--- src/rtl/rtcm3_frame_sync_crc24q_core_defines.svh ---
// ----------------------------------------------------------------------------
// rtcm3 frame sync assertion macros
// assertion helpers shared by the rtl, empty when SYNTH is set
// ----------------------------------------------------------------------------
`ifndef RTCM3_FRAME_SYNC_CRC24Q_CORE_DEFINES_SVH
`define RTCM3_FRAME_SYNC_CRC24Q_CORE_DEFINES_SVH

`ifndef SYNTH
`define RFS_ASSERT(lbl, clk, rst_n, prop) \
    lbl: assert property (@(posedge clk) disable iff (!rst_n) prop) \
        else $error("assertion failed");
`define RFS_ASSERT_NEXT(lbl, clk, rst_n, ante, cons) \
    lbl: assert property (@(posedge clk) disable iff (!rst_n) (ante) |=> (cons)) \
        else $error("assertion failed");
`else
`define RFS_ASSERT(lbl, clk, rst_n, prop)
`define RFS_ASSERT_NEXT(lbl, clk, rst_n, ante, cons)
`endif

`endif

--- src/rtl/rtcm_pkg.sv ---
// ----------------------------------------------------------------------------
// rtcm frame sync package
// constants, report record and control structs, crc-24q byte update
// ----------------------------------------------------------------------------
package rtcm_pkg;

    localparam int BUFFER_BYTES_DEF = 2048;
    localparam int MAX_REPORTS      = 64;
    localparam int REP_IW           = 6;
    localparam int REP_CW           = 7;
    localparam int HDR_LEN          = 3;
    localparam int CRC_LEN          = 3;
    localparam int MIN_LEN          = 6;

    localparam logic [7:0]  SYNC_BYTE = 8'hD3;
    localparam logic [7:0]  RSV_MASK  = 8'hFC;
    localparam logic [24:0] CRC_POLY  = 25'h1864CFB;
    localparam logic [24:0] CRC_TOP   = 25'h1000000;

    typedef struct packed {
        logic [9:0]  len;
        logic [23:0] calc;
        logic [23:0] rx;
        logic        ok;
        logic [11:0] mtype;
    } rep_t;

    typedef struct packed {
        logic clear;
        logic step;
    } crc_ctl_t;

    typedef struct packed {
        logic push;
        logic rd_en;
        logic rd_adv;
        logic clear;
    } rep_ctl_t;

    function automatic logic [23:0] crc24q_byte(input logic [23:0] crc, input logic [7:0] b);
        logic [24:0] c;
        c = {1'b0, crc ^ {b, 16'h0000}};
        for (int i = 0; i < 8; i++) begin
            c = {c[23:0], 1'b0};
            if ((c & CRC_TOP) != '0) begin
                c = c ^ CRC_POLY;
            end
        end
        return c[23:0];
    endfunction

endpackage

--- src/rtl/rtcm_rep_buf.sv ---
// ----------------------------------------------------------------------------
// rtcm report buffer
// holds the reports of one request until the step ends, then replays them
// ----------------------------------------------------------------------------
module rtcm_rep_buf (
    input  logic                        aclk,
    input  logic                        aresetn,
    input  rtcm_pkg::rep_ctl_t          ctl,
    input  rtcm_pkg::rep_t              wr_rep,
    output rtcm_pkg::rep_t              rd_rep,
    output logic [rtcm_pkg::REP_CW-1:0] cnt,
    output logic                        full,
    output logic                        rd_last
);
    import rtcm_pkg::*;

    rep_t              mem [MAX_REPORTS];
    rep_t              rd_rep_reg;
    logic [REP_CW-1:0] cnt_reg;
    logic [REP_CW-1:0] cnt_next;
    logic [REP_IW-1:0] rd_idx_reg;
    logic [REP_IW-1:0] rd_idx_next;

    always_comb begin
        cnt_next    = cnt_reg;
        rd_idx_next = rd_idx_reg;
        if (ctl.clear) begin
            cnt_next    = '0;
            rd_idx_next = '0;
        end else begin
            if (ctl.push) begin
                cnt_next = cnt_reg + REP_CW'(1);
            end
            if (ctl.rd_adv) begin
                rd_idx_next = rd_idx_reg + REP_IW'(1);
            end
        end
    end

    always_ff @(posedge aclk) begin
        if (!aresetn) begin
            cnt_reg    <= '0;
            rd_idx_reg <= '0;
        end else begin
            cnt_reg    <= cnt_next;
            rd_idx_reg <= rd_idx_next;
        end
    end

    always_ff @(posedge aclk) begin
        if (ctl.push) begin
            mem[cnt_reg[REP_IW-1:0]] <= wr_rep;
        end
        if (ctl.rd_en) begin
            rd_rep_reg <= mem[rd_idx_reg];
        end
    end

    assign rd_rep  = rd_rep_reg;
    assign cnt     = cnt_reg;
    assign full    = (cnt_reg == REP_CW'(MAX_REPORTS));
    assign rd_last = ({1'b0, rd_idx_reg} + REP_CW'(1)) == cnt_reg;

endmodule

--- config.mk ---
export PLATFORM = sky130hd
export DESIGN_NAME = rtcm_rep_buf
export DESIGN_NICKNAME = d
export VERILOG_FILES = /design/src/rtl/rtcm3_frame_sync_crc24q_core_defines.svh /design/src/rtl/rtcm_pkg.sv /design/src/rtl/rtcm_rep_buf.sv
export SDC_FILE = /design/constraint.sdc
export NUM_CORES = 2
export LEC_CHECK = 0
export BUFFER_PORTS_ARGS = -buffer_cell sky130_fd_sc_hd__buf_2
export CELL_PAD_IN_SITES_DETAIL_PLACEMENT = 2
export CELL_PAD_IN_SITES_GLOBAL_PLACEMENT = 2
export CORE_MARGIN = 8
export CORE_UTILIZATION = 45
export DETAILED_ROUTE_END_ITERATION = 7
export PLACE_DENSITY = 0.79
export SETUP_SLACK_MARGIN = 0.1
export SLEW_MARGIN = 20
export SYNTH_ARGS = -nofsm -noshare
export SYNTH_HDL_FRONTEND = slang
export SYNTH_MEMORY_MAX_BITS = 65536
export SYNTH_SLANG_ARGS = --single-unit
export TNS_END_PERCENT = 30
--- constraint.sdc ---
create_clock -name aclk -period 11.4 [get_ports aclk]
set_input_delay 3.42 -clock aclk [delete_from_list [all_inputs] [get_ports aclk]]
set_output_delay 3.42 -clock aclk [all_outputs]
set_load 0.02 [all_outputs]
==> impl_metrics.yaml <==
hold_path:
  holdPathStages: 2
  hold_class: "register to register"
worst_setup_path:
  crit_chain: "buf_4 > nand3_1 > nor2_1 > xnor2_1 > nand3_1 > a211oi_2 > buf_2"
  crit_arrival_ps: 4850
  cpMostUsedCell: "nand3_1"
  end_kind: "output pin"
  slowest_delay_ps: 810
  cpMaxStageDelayCell: "buf_4"
  reg2reg_depth: 8
  worstPathMaxFanout: 39
  cp.required_ps: 7980
  cp-start-kind: "register"
  critPathKind: "register to output pin"
sta:
  fin_crit_sh_pct: 72.5
  setup_viol: 0
  rsz0062_at_grt: "no"
  worst_pin_slew_ps: 1400
  slew_violations: 0
  final.setup.tns_ps: 0
  skew_ps: 107
  finalHoldViolations: 0
  max_freq_mhz: 121
  finalCriticalPeriod_ps: 8270
  whs_ps: 897
  max-slew-margin-rel_pct: 6.59
cts:
  clock_path_buffers: 4
  cts_root_buffer: "clkbuf_16"
  cts_sinks: 4628
  htree_levels: 5
  path_clk_slew_ps: 70
  cts_setup_buffers: 0
  cts_hold_buf: 0
  cts_tree: "done"
  post_cts_resized: 0
  clkLatencyLatePin_ps: 1100
  numCtsBuffers: 475
final_layout:
  layout_commonest_cell: "edfxtp_1"
  nFillCells: 32519
  fin_cells: 13476
  register_area_um2: 139000
  layout-drive-gt1-share_pct: 28.3
  largest_reg_flops: 4544
  final_cell_mix: "4615 x edfxtp_1, 1136 x mux4_2, 480 x clkbuf_16, 283 x a22oi_1, 224 x buf_4"
  area_delta_synth_final_pct: 14.0
  finalInstanceArea_um2: 198000
  final_util_pct: 51.5
  multi_input_area_um2: 33700
  fin_nets: 7875
global_routing:
  grt_pass1_vias: 98032
  grt_pass1_wl_mm: 976
  grt_util_met2_pct: 60.2
  grt_usage_pct: 36.0
  use_met3_pct: 7.13
  top_usage_layer: "met2"
  grt.overflow.total: 0
  grt_use_met1_pct: 41.4
  grt_max_degree: 123
  antenna_found_initial: 86
synth:
  synthCells: 7326
  synth_mux_area_share_pct: 14.8
  synth_fp_nets: 7406
  netlist_area_um2: 174000
  yosys.area_share.xor_xnor_pct: 0.0855
  synth_top_family_by_area: "multiplexers"
  synth_cell_types: 40
  synthAdderAreaFrac_pct: 0.0216
  yosysWarningCount: 0
  yosysSeqAreaShare_pct: 79.8
  synth_compound_area_share_pct: 2.76
  synth_edf_count: 4615
  ys.flop_type: "edfxtp_1"
  synth-simple-area-share_pct: 1.36
  avgSynthCellArea_um2: 23.8
  synth_seq_cells: 4628
  async_reset_ff_share_pct: 0
place:
  placed_cells: 12451
  placed_area_um2: 182000
  gp_congestion: 0.813
  hpwlAfterDp_mm: 418
  port_buffers: 156
floorplanning:
  dieHeight_um: 638
  die_w_um: 638
  initial_core_util_pct: 45.2
  die-area_um2: 407000
  rows: 228
  core-area_um2: 385000
  io_pins: 157
drt:
  drtIter0Drc: 17878
  drc: 0
  routed_wl_mm: 781
  ant_nets: 0
  drt_pass1_iterations: 5
  wl_per_cell_um: 58.0
  num_vias: 98007
  via_per_inst: 7.27
power:
  power_leakage_nw: 59.3
  p_per_area_nw_per_um2: 184
  vdd_drop_max_v: 0.000147
run:
  maxCapViolations: 0
status:
  status: "finished clean"
logic make-up (layout without fill, tap and decap cells):
logic type,Yosys count,count (layout)
other,0,103
DFF,4628,4628
and+or+nand+nor,452,452
buffers and inverters,432,1304
adders and majority gates,3,3
muxes,1150,1150
xor gates and xnor gates,17,17
AOI/OAI and AO/OA,644,644
metrics by stage:
stage	total power, mW	setup slack (ps)
floorplan	19.7	153
global placement	20.1	4150
detailed placement	20.3	3690
CTS	36.1	3270
global route	37.0	3200
finish	36.5	3130
worst max-delay path, delay by kind of cell, from the launching register on:
kind | cells | cell delay (ps)
AOI/OAI and AO/OA | 1 | 780
xor gates and xnor gates | 1 | 250
buffers and inverters | 2 | 1110
DFF | 1 | 630
and+or+nand+nor | 3 | 940
worst paths after layout:
kind	endpoint	from	slack, ps
max	rd_last	rd_idx_reg[0]	3130
min	rd_idx_reg[5]	rd_idx_reg[5]	900
max reg2reg	rd_rep[70]	rd_idx_reg[1]	4840
min reg2reg	rd_idx_reg[5]	rd_idx_reg[5]	900
power by group:
| group | internal [mW] | leakage (nW) | switching, mW |
|---|---|---|---|
| clock network | 8.69 | 7.39 | 7.90 |
| logic | 0.369 | 10.2 | 0.789 |
| registers | 18.7 | 41.7 | 0.0448 |
routing by layer:
metal,vias to the layer above,share of wire (%)
met2,9453,49
met4,56,9.4
met1,52836,32
met3,2706,10
met5,-,0.047
li1,32956,-
Yosys cell counts (6+ instances only):
| cell | n | share of area, % |
|---|---|---|
| edfxtp_1 | 4615 | 80 |
| mux4_2 | 1136 | 15 |
| a22oi_1 | 284 | 1.2 |
| clkbuf_1 | 196 | 0.42 |
| nand3_1 | 156 | 0.45 |
| o22ai_1 | 140 | 0.50 |
| o221ai_1 | 132 | 0.66 |
| buf_2 | 102 | 0.29 |
| nor2b_1 | 78 | 0.28 |
| nor2_1 | 77 | 0.17 |
| and3_1 | 73 | 0.26 |
| a211oi_1 | 70 | 0.30 |
| buf_4 | 55 | 0.24 |
| buf_1 | 50 | 0.11 |
| buf_6 | 27 | 0.17 |
| nand2_1 | 26 | 0.056 |
| dfxtp_1 | 13 | 0.15 |
| nand2b_1 | 12 | 0.043 |
| xor2_1 | 11 | 0.055 |
| nor3_1 | 10 | 0.029 |
| mux2_2 | 8 | 0.052 |
| o21ai_0 | 7 | 0.020 |
| mux2i_1 | 6 | 0.034 |
| or2_2 | 6 | 0.022 |
| xnor2_1 | 6 | 0.030 |
area by class of cell:
type	count	share of cell area [%]
flip-flops and latches	4628	70.0
multi-input cells	2266	17.0
clock buffers	581	6.25
well taps	5175	3.26
repair buffers	422	2.00
clock inverters	299	1.38
diodes	103	0.130
inverters	2	0.00378
Power figures use the tool's default switching activity.
