**src/rtl/rtcm3_frame_sync_crc24q_core_defines.svh**
```systemverilog
// ----------------------------------------------------------------------------
// rtcm3 frame sync assertion macros
// assertion helpers shared by the rtl, empty when SYNTH is set
// ----------------------------------------------------------------------------
`ifndef RTCM3_FRAME_SYNC_CRC24Q_CORE_DEFINES_SVH
`define RTCM3_FRAME_SYNC_CRC24Q_CORE_DEFINES_SVH

`ifndef SYNTH
`define RFS_ASSERT(lbl, clk, rst_n, prop) \
    lbl: assert property (@(posedge clk) disable iff (!rst_n) prop) \
        else $error("assertion failed");
`define RFS_ASSERT_NEXT(lbl, clk, rst_n, ante, cons) \
    lbl: assert property (@(posedge clk) disable iff (!rst_n) (ante) |=> (cons)) \
        else $error("assertion failed");
`else
`define RFS_ASSERT(lbl, clk, rst_n, prop)
`define RFS_ASSERT_NEXT(lbl, clk, rst_n, ante, cons)
`endif

`endif

```
**src/rtl/rtcm_pkg.sv**
```systemverilog
// ----------------------------------------------------------------------------
// rtcm frame sync package
// constants, report record and control structs, crc-24q byte update
// ----------------------------------------------------------------------------
package rtcm_pkg;

    localparam int BUFFER_BYTES_DEF = 2048;
    localparam int MAX_REPORTS      = 64;
    localparam int REP_IW           = 6;
    localparam int REP_CW           = 7;
    localparam int HDR_LEN          = 3;
    localparam int CRC_LEN          = 3;
    localparam int MIN_LEN          = 6;

    localparam logic [7:0]  SYNC_BYTE = 8'hD3;
    localparam logic [7:0]  RSV_MASK  = 8'hFC;
    localparam logic [24:0] CRC_POLY  = 25'h1864CFB;
    localparam logic [24:0] CRC_TOP   = 25'h1000000;

    typedef struct packed {
        logic [9:0]  len;
        logic [23:0] calc;
        logic [23:0] rx;
        logic        ok;
        logic [11:0] mtype;
    } rep_t;

    typedef struct packed {
        logic clear;
        logic step;
    } crc_ctl_t;

    typedef struct packed {
        logic push;
        logic rd_en;
        logic rd_adv;
        logic clear;
    } rep_ctl_t;

    function automatic logic [23:0] crc24q_byte(input logic [23:0] crc, input logic [7:0] b);
        logic [24:0] c;
        c = {1'b0, crc ^ {b, 16'h0000}};
        for (int i = 0; i < 8; i++) begin
            c = {c[23:0], 1'b0};
            if ((c & CRC_TOP) != '0) begin
                c = c ^ CRC_POLY;
            end
        end
        return c[23:0];
    endfunction

endpackage

```
**src/rtl/rtcm_crc_unit.sv**
```systemverilog
// ----------------------------------------------------------------------------
// rtcm crc unit
// crc-24q accumulator, one byte per step
// ----------------------------------------------------------------------------
module rtcm_crc_unit (
    input  logic              aclk,
    input  logic              aresetn,
    input  rtcm_pkg::crc_ctl_t ctl,
    input  logic [7:0]        din,
    output logic [23:0]       crc
);
    import rtcm_pkg::*;

    logic [23:0] crc_reg;
    logic [23:0] crc_next;

    always_comb begin
        crc_next = crc_reg;
        if (ctl.clear) begin
            crc_next = '0;
        end else if (ctl.step) begin
            crc_next = crc24q_byte(crc_reg, din);
        end
    end

    always_ff @(posedge aclk) begin
        if (!aresetn) begin
            crc_reg <= '0;
        end else begin
            crc_reg <= crc_next;
        end
    end

    assign crc = crc_reg;

endmodule

```
**config.mk**
```make
export PLATFORM = sky130hd
export DESIGN_NAME = rtcm_crc_unit
export DESIGN_NICKNAME = d
export VERILOG_FILES = /design/src/rtl/rtcm3_frame_sync_crc24q_core_defines.svh /design/src/rtl/rtcm_pkg.sv /design/src/rtl/rtcm_crc_unit.sv
export SDC_FILE = /design/constraint.sdc
export NUM_CORES = 1
export LEC_CHECK = 0
export ABC_AREA = 1
export BUFFER_PORTS_ARGS = -buffer_cell sky130_fd_sc_hd__clkbuf_2
export CORE_AREA = 10 10 71 73
export CTS_CLUSTER_SIZE = 20
export DETAILED_ROUTE_END_ITERATION = 10
export DIE_AREA = 0 0 81 83
export PLACE_DENSITY = 0.79
export SYNTH_ARGS = -nofsm -noshare
export SYNTH_HDL_FRONTEND = slang
export SYNTH_SLANG_ARGS = --single-unit
```
**constraint.sdc**
```tcl
create_clock -name aclk -period 1.5 [get_ports aclk]
set_input_delay 0.075 -clock aclk [delete_from_list [all_inputs] [get_ports aclk]]
set_output_delay 0.075 -clock aclk [all_outputs]
set_load 0.02 [all_outputs]
```
==> results of run 1 <==
## through the flow
| stage | setup TNS [ps] | power [W] |
|---|---|---|
| after floorplan | -786 | 0.00156 |
| after global placement | -1350 | 0.00189 |
| after detailed placement | -1840 | 0.00190 |
| after CTS | -1840 | 0.00251 |
| after global routing | -6170 | 0.00294 |
| final | -4570 | 0.00280 |
## area by class of cell
type	instances	share of cell area (%)
well taps	48	2.19
inverters	31	4.52
clock buffers	4	2.01
multi-input cells	174	55.1
repair buffers	75	18.1
flip-flops and latches	24	18.2
## power by group through the flow
stage / logic, W / clock network, W / registers [W]
2_1_floorplan: 0.000761 / 0 / 0.000804
5_1_grt: 0.00171 / 0.000484 / 0.000746
3_3_place_gp: 0.00114 / 0 / 0.000747
4_1_cts: 0.00132 / 0.000455 / 0.000735
3_5_place_dp: 0.00115 / 0 / 0.000750
6_report: 0.00161 / 0.000445 / 0.000742
## path summary, 6_finish.rpt
check             endpoint  slack [ps]  cells after the start
hold / removal     crc[13]         150                      4
setup / recovery   crc[10]        -380                     15
hold reg to reg     crc[7]         550                      2
setup reg to reg   crc[10]        -380                     15
## logic make-up (layout without fill, tap and decap cells)
logic type	Yosys count	in the layout
AO/OA/AOI/OAI	33	33
AND/OR/NAND/NOR	96	96
flip-flops	24	24
buffers and inverters	37	110
XOR/XNOR	45	45
## tightest hold or removal path: cells and delay by family
kind	cells	cell delay [ps]
AO/OA/AOI/OAI	2	140
AND/OR/NAND/NOR	1	90
buffers and inverters	1	80
## what timing repair did
item	CTS	global route
cloned	0	0
gates resized for setup	23	40
setup buffers	6	8
endpoints found under the setup margin	15	17
hold buffers	0	0
pin swaps	8	29
## layer usage
metal | GRT usage [%] | vias to the layer above | part of all wire [%]
met5 | 0 | - | 0
met4 | 4.38 | 0 | 3.3
met3 | 3.45 | 23 | 7.1
met2 | 26.5 | 93 | 52
met1 | 18.4 | 917 | 38
li1 | - | 878 | -
## placed cells by master, fill, tap and decap left out, types with 11 or more instances in the layout
| cell type | n |
|---|---|
| inv_1 | 26 |
| o21ai_0 | 12 |
| dfxtp_1 | 16 |
| xor2_1 | 23 |
| buf_4 | 37 |
| clkbuf_2 | 35 |
| nand2_4 | 26 |
| a21oi_1 | 14 |
| nor2_1 | 14 |
| nand2_1 | 25 |
| nand3_4 | 11 |
==> results.toml, run 1 <==
[sta]
fin_skew_ps = 5.31
setup_violations = 18
max_freq_mhz = 531
hold_ws_ps = 150
rsz0062_at_grt = "true"
period_needed_ps = 1880
worst_pin_slew_ps = 370
slew_violations = 0
slew_headroom_pct = 75.2
hold_viol_final = 0
finalCritPeriodShare_pct = 125
worst_slack_ps = -382

[place]
io_buffers = 35
dp.cells = 340
dp_slack_ps = -203
place.gp.congestion = 0.880
place_hpwl_um = 3600
placed_area_um2 = 2280

[synth]
synth_fp_nets = 247
synthCells = 235
postSynthAreaPerCell_um2 = 7.33
synth_cell_types = 24
synth_seq_cells = 24
ys_warn_count = 0
synthTopCellsByArea = "dfxtp_1, xor2_1, nand2_1"
synth-edff-count = 0
seq_area_frac_synth_pct = 27.9
synth_simple_gate_area_share_pct = 26.7
muxShareOfSynthArea_pct = 0
yosys.area_share.adder_pct = 0
synthArstFlopShare_pct = 0
syn_area_um2 = 1720
synth_xor_area_share_pct = 26.3
synth_compound_area_share_pct = 10.8
synth_top_area_share_pct = 27.9
synth_top_family_by_area = "simple AND/OR/NAND/NOR gates"
synth_most_common_cell = "nand2_1"
synthFlopType = "dfxtp_1"
synth_area_leader_cell = "dfxtp_1"
synth_commonest_cells = "nand2_1, xor2_1, inv_1, dfxtp_1, nor2_1"

[finish]
fin_util_pct = 75.5
drive_above_1_share_pct = 50.0
layout.nets = 321
regArea_um2 = 498
fillers = 248
area_growth_pct = 59.3
diodes = 0
multi_input_area_um2 = 1510
fin_cells = 356
largest_reg_flops = 24
fin_area_um2 = 2740

[worst_hold_path]
hp-start = "ctl[1]"
hold_path_class = "in -> reg"

[critical_path]
endpoint_kind = "flop"
path_cells = "inv_4, nand2_4, nand2_4, nand2_4, nand3_4, nand2_4, nand2_4, nand3_4, nand3_4, nand2_4, nand2_4, nand2_4, nand2_4, nor2_1, nor2_1"
cp_max_fo = 4
worst_setup_path_start_kind = "flop"
cpPeakStageDelay_ps = 380
cp_data_required_time_ps = 1670
slowest_stage = "dfxtp_4"
r2r_start = "crc[23]"
cp.arrival_ps = 2060
critPathTopFamily = "simple AND/OR/NAND/NOR gates"
critical_path_class = "reg -> reg"
crit_top_cell = "nand2_4"
critPathBufInv = 1
crit_path_start = "crc[23]"

[pwr]
leakage_nw = 1.35
power_switching_w = 0.00122
seqPwrFrac_pct = 26.5
switching_share_pct = 43.4
power.density_nw_per_um2 = 1020
intPower_w = 0.00158
pwr-share-comb_pct = 57.6
vdd_drop_max_mv = 0.653
pwr-share-clk_pct = 15.9

[routing]
via_count = 1911
firstDrtPassIters = 4
wire_per_inst_um = 17.9
drtIter0Drc = 177
viasPerCell = 5.37
wl_um = 6360
post-route-drc-count = 0
ant_nets = 0

[run]
maxCapViolations = 0

[floorplan]
die_h_um = 83
fp-row-count = 22
die_w_um = 81
ioPinCount = 36
core-area_um2 = 3630
die-area_um2 = 6720
initial_core_util_pct = 47.4

[clocking]
cts_tree = "done"
cts_buffers = 3
h-tree-depth = 1
cts_root_buf = "clkbuf_8"
cts_buffer_depth = 2
clk_pin_slew_ps = 90
cts.sinks = 24
insertion_delay_ps = 270

[status]
status = "finished with violations"
violations = "negative setup slack"

[grt]
grt_pass1_wl_um = 8560
grt_overflow = 0
antenna_found_initial = 0
track_usage_pct = 15.5
grt_max_degree = 42
grt_pass1_vias = 1806
(Power assumes the default switching activity.)
==> run 2, diff against run 1 <==
--- a/config.mk
+++ b/config.mk
@@ -12,6 +12,7 @@
 export DETAILED_ROUTE_END_ITERATION = 10
 export DIE_AREA = 0 0 81 83
 export PLACE_DENSITY = 0.79
+export SETUP_SLACK_MARGIN = 0.3
 export SYNTH_ARGS = -nofsm -noshare
 export SYNTH_HDL_FRONTEND = slang
 export SYNTH_SLANG_ARGS = --single-unit
==> run 2 against run 1 <==
  * The run still ends with negative setup slack left
  * Routed wire length rose by 2.7%
  * Utilization is 3.7 points higher
  * Via count rose by 0.52%
  * Critical path depth decreased by 2
  * Count of clock-buffer cells in the layout unchanged
  * Clock power grew 6.1%
  * Largest power group unchanged
==> results.toml, run 2 (synthesized netlist as in run 1, its figures left out) <==
[status]
status = "finished with violations"
violations = "negative setup slack"

[routing]
firstDrtPassIters = 4
via_count = 1921
ant_nets = 0
wl_um = 6540
wire_per_inst_um = 18.1
viasPerCell = 5.32
drtIter0Drc = 132
post-route-drc-count = 0

[finish]
layout_common_cells = "clkbuf_2, buf_4, inv_1"
layout.nets = 326
drive_above_1_share_pct = 55.0
diodes = 0
fillers = 221
multi_input_area_um2 = 1580
regArea_um2 = 505
fin_util_pct = 79.1
area_growth_pct = 67.0
largest_reg_flops = 24

[floorplan]
die_h_um = 83
ioPinCount = 36
die-area_um2 = 6720
core-area_um2 = 3630
die_w_um = 81
initial_core_util_pct = 47.4
fp-row-count = 22

[place]
dp_slack_ps = -215
io_buffers = 35
place_hpwl_um = 3760
place.gp.congestion = 0.893

[clocking]
cts_tree = "done"
hold_buffers = 0
cts_root_buf = "clkbuf_8"
cts.sinks = 24
clk_pin_slew_ps = 100
cts_buffer_depth = 2
cts_buffers = 3
h-tree-depth = 1
insertion_delay_ps = 280

[sta]
max_freq_mhz = 539
rsz0062_at_grt = "true"
slew_headroom_pct = 75.7
finalCritPeriodShare_pct = 124
fin_tns_setup_ps = -4070
setup_violations = 19
hold_viol_final = 0
fin_skew_ps = 6.72
worst_pin_slew_ps = 365
hold_ws_ps = 102
slew_violations = 0
period_needed_ps = 1860
worst_slack_ps = -356

[grt]
grt_pass1_vias = 1966
track_usage_pct = 17.5
grt_max_degree = 17
grt_overflow = 0
antenna_found_initial = 0
grt_pass1_wl_um = 9630

[pwr]
vdd_drop_max_mv = 0.600
leakage_nw = 1.41
power.density_nw_per_um2 = 1010

[critical_path]
regToRegSetupSlack_ps = -360
ff2ff_path_depth = 13
cp_data_required_time_ps = 1680
r2r_start = "crc[23]"
endpoint = "crc[17]"
worst_setup_path_start_kind = "flop"
r2r-end = "crc[17]"
cp.arrival_ps = 2040
crit_path_start = "crc[23]"
critical_path_class = "reg -> reg"
cp_max_fo = 4
endpoint_kind = "flop"

[worst_hold_path]
hold_path_class = "in -> reg"
worstHoldPathCells = 4

[run]
maxCapViolations = 0
-- run 2: cell types whose count changed in the layout (fill, tap and decap cells not counted), sizes merged --
cell and change:
buf +5
-- run 2: power by group --
part / switching, W / leakage (nW) / total, W / internal, W
sequential: 0.0000634 / 0.202 / 0.000748 / 0.000685
combinational: 0.000964 / 1.18 / 0.00168 / 0.000717
clock: 0.000237 / 0.0288 / 0.000472 / 0.000235
-- run 2: cell type report --
type,instances,area share [%]
multi-input cells,174,55.0
repair buffers,80,19.1
flip-flops and latches,24,17.6
inverters,31,4.22
well taps,48,2.09
clock buffers,4,1.91
-- run 2: how the worst min path moves through the flow --
stage,startpoint,to,slack (ps)
after floorplan,ctl[1],crc[1],300
after global placement,ctl[1],crc[2],400
after detailed placement,ctl[1],crc[2],390
after CTS,ctl[1],crc[2],110
after global routing,ctl[1],crc[2],130
final,ctl[1],crc[2],100
-- run 2: per-layer routing --
| metal | vias up | share of wire [%] | global-route usage [%] |
|---|---|---|---|
| li1 | 887 | - | - |
| met2 | 87 | 51 | 31.5 |
| met4 | 0 | 4.8 | 4.85 |
| met5 | - | 0 | 0 |
| met1 | 920 | 38 | 19.4 |
| met3 | 27 | 6.2 | 4.09 |
-- run 2: repair_timing --
item,4_1_cts,5_1_grt
setup buffers,11,3
pin swaps,29,17
endpoints found under the setup margin,22,24
gates resized for setup,52,25
hold endpoints to repair,0,0
-- run 2: per-stage QoR --
step,power [W],cell area [um^2],std cells
CTS,0.00267,2730,358
floorplan,0.00157,1880,235
global placement,0.00191,2320,343
detailed placement,0.00194,2320,343
finish,0.00290,2880,361
global route,0.00303,2880,361
-- run 2: critical path, cell delays in order, from the launching register on --
cell	delay [ps]
dfxtp_4	380
inv_4	80
nand2_2	60
nand2_4	100
nand2_2	70
nand3_4	120
nand2_4	90
nand2_4	110
nand3_4	100
nand2_1	160
xor2_2	260
nand3_2	100
nand2_1	80
nor2_1	50
==> run 3, diff against run 2 <==
--- a/config.mk
+++ b/config.mk
@@ -7,11 +7,11 @@
 export LEC_CHECK = 0
 export ABC_AREA = 1
 export BUFFER_PORTS_ARGS = -buffer_cell sky130_fd_sc_hd__clkbuf_2
-export CORE_AREA = 10 10 71 73
+export CORE_AREA = 10 10 69 71
 export CTS_CLUSTER_SIZE = 20
 export DETAILED_ROUTE_END_ITERATION = 10
-export DIE_AREA = 0 0 81 83
-export PLACE_DENSITY = 0.79
+export DIE_AREA = 0 0 79 81
+export PLACE_DENSITY = 0.8
 export SETUP_SLACK_MARGIN = 0.3
 export SYNTH_ARGS = -nofsm -noshare
 export SYNTH_HDL_FRONTEND = slang
==> constraint.sdc (replaced) <==
create_clock -name aclk -period 1.9 [get_ports aclk]
set_input_delay 0.095 -clock aclk [delete_from_list [all_inputs] [get_ports aclk]]
set_output_delay 0.095 -clock aclk [all_outputs]
set_load 0.02 [all_outputs]
==> run 3 against run 2 <==
  * Clock power down 47%
  * First-iteration DRC count down 22%
  * Routed wire length down 16%
  * Register-to-register slack better by 480 ps
  * Maximum frequency up 4.4%
  * Sequential share of layout area up 2.2 points
  * Critical endpoint unchanged
  * The flow now finishes without violations
  * Hold slack better by 1.5 ps
==> results.toml, run 3 (synthesized netlist as in run 1, its figures left out) <==
[finish]
diodes = 0
layout.nets = 299
drive_above_1_share_pct = 46.9
fillers = 276
area_growth_pct = 46.9
final_common_cell = "clkbuf_2"
fin_cells = 334
largest_reg_flops = 24
layout_common_cells = "clkbuf_2, inv_1, xor2_1"

[floorplan]
core-area_um2 = 3520
die_h_um = 81
fp-row-count = 22
die_w_um = 79
ioPinCount = 36
die-area_um2 = 6400
initial_core_util_pct = 48.9

[status]
status = "complete, no violations"

[place]
place_hpwl_um = 3490
io_buffers = 35
dp.cells = 317
place.gp.congestion = 0.889

[sta]
setup_violations = 0
fin_skew_ps = 12.0
period_needed_ps = 1780
slew_headroom_pct = 70.9
slew_violations = 0
finalCritPeriodShare_pct = 93.6
rsz0062_at_grt = "true"
max_freq_mhz = 562
hold_viol_final = 0
fin_tns_setup_ps = 0
worst_pin_slew_ps = 437

[critical_path]
worst_setup_path_start_kind = "flop"
ff2ff_path_depth = 15
cp_max_fo = 6
critical_path_class = "reg -> reg"
cp_data_required_time_ps = 2150
endpoint_kind = "flop"
cp.arrival_ps = 2030

[pwr]
vdd_drop_max_mv = 0.467
intPower_w = 0.00108
power.density_nw_per_um2 = 784
pwr-share-comb_pct = 57.8
seqPwrFrac_pct = 29.6
pwr-share-clk_pct = 12.6
leakage_nw = 1.22
switching_share_pct = 45.7
power_switching_w = 0.000907

[clocking]
cts.sinks = 24
insertion_delay_ps = 340
clk_pin_slew_ps = 140
cts_root_buf = "clkbuf_4"
cts_buffers = 3
h-tree-depth = 1
hold_buffers = 0
cts_tree = "done"
cts_buffer_depth = 2

[routing]
wl_um = 5520
drtIter0Drc = 103
ant_nets = 0
post-route-drc-count = 0
wire_per_inst_um = 16.5
firstDrtPassIters = 4
via_count = 1715
viasPerCell = 5.13

[worst_hold_path]
worstHoldPathCells = 4
hold_path_class = "in -> reg"

[grt]
grt_pass1_wl_um = 7920
track_usage_pct = 15.4
grt_max_degree = 25
grt_overflow = 0
grt_pass1_vias = 1709
antenna_found_initial = 0

[run]
maxCapViolations = 0
run 3: cell count changes in the layout (fill, tap and decap cells not counted), sizes merged:
cell / delta
buf: -27
run 3: worst paths after layout:
check,startpoint,endpoint,slack (ps)
worst max-delay path,crc[23],crc[17],120
worst min-delay path,ctl[1],crc[13],100
worst max register to register,crc[23],crc[17],120
worst min register to register,crc[20],crc[20],550
run 3: power by group through the flow:
stage               sequential [W]  combinational [W]  clock [W]
floorplan                 0.000634           0.000595          0
global placement          0.000591           0.000814          0
detailed placement        0.000592           0.000828          0
CTS                       0.000584           0.000894   0.000252
global route              0.000593            0.00123   0.000280
finish                    0.000587            0.00115   0.000251
run 3: critical path: stages, from the launching register on:
cell	delay, ps
dfxtp_4	410
inv_4	50
nand2_4	70
nand2_8	80
nand2_4	80
nand3_4	110
nand2_4	130
nand2_4	90
nand3_4	80
nand3_4	100
nand2_4	110
nand2_4	70
nand2_4	90
nand2_4	70
nor2_2	90
nor2_1	50
run 3: layer usage:
layer	vias to the layer above	share of wire, %	track usage (%)	routed length, um
li1	841	-	-	-
met1	815	42	18.3	2290
met2	46	51	26.5	2830
met3	13	4.8	2.65	263
met4	0	2.4	7.53	130
met5	-	0	0	0
run 3: layout make-up:
type / instances / area [um^2] / area share [%]
multi-input cells: 174 / 1500 / 59.1
flip-flops and latches: 24 / 500 / 19.8
repair buffers: 53 / 327 / 12.9
inverters: 31 / 121 / 4.80
well taps: 48 / 60.1 / 2.37
clock buffers: 4 / 26.3 / 1.04
run 3: what timing repair did:
item / 4_1_cts / 5_1_grt
endpoints found under the setup margin: 14 / 15
pin swaps: 5 / 14
buffers inserted: 5 / 8
gates resized for setup: 20 / 41
run 3: per-stage QoR:
| step | cell area [um^2] | total power (W) | hold slack, ps | worst slack, ps | utilization [%] |
|---|---|---|---|---|---|
| floorplan | 1830 | 0.00123 | 322 | 291 | - |
| global placement | 2080 | 0.00140 | 435 | 166 | 59.0 |
| detailed placement | 2080 | 0.00142 | 444 | 135 | 59.0 |
| CTS | 2240 | 0.00173 | 77.6 | 184 | 63.5 |
| global route | 2530 | 0.00210 | 123 | 20.0 | 71.8 |
| finish | 2530 | 0.00198 | 103 | 121 | 71.8 |
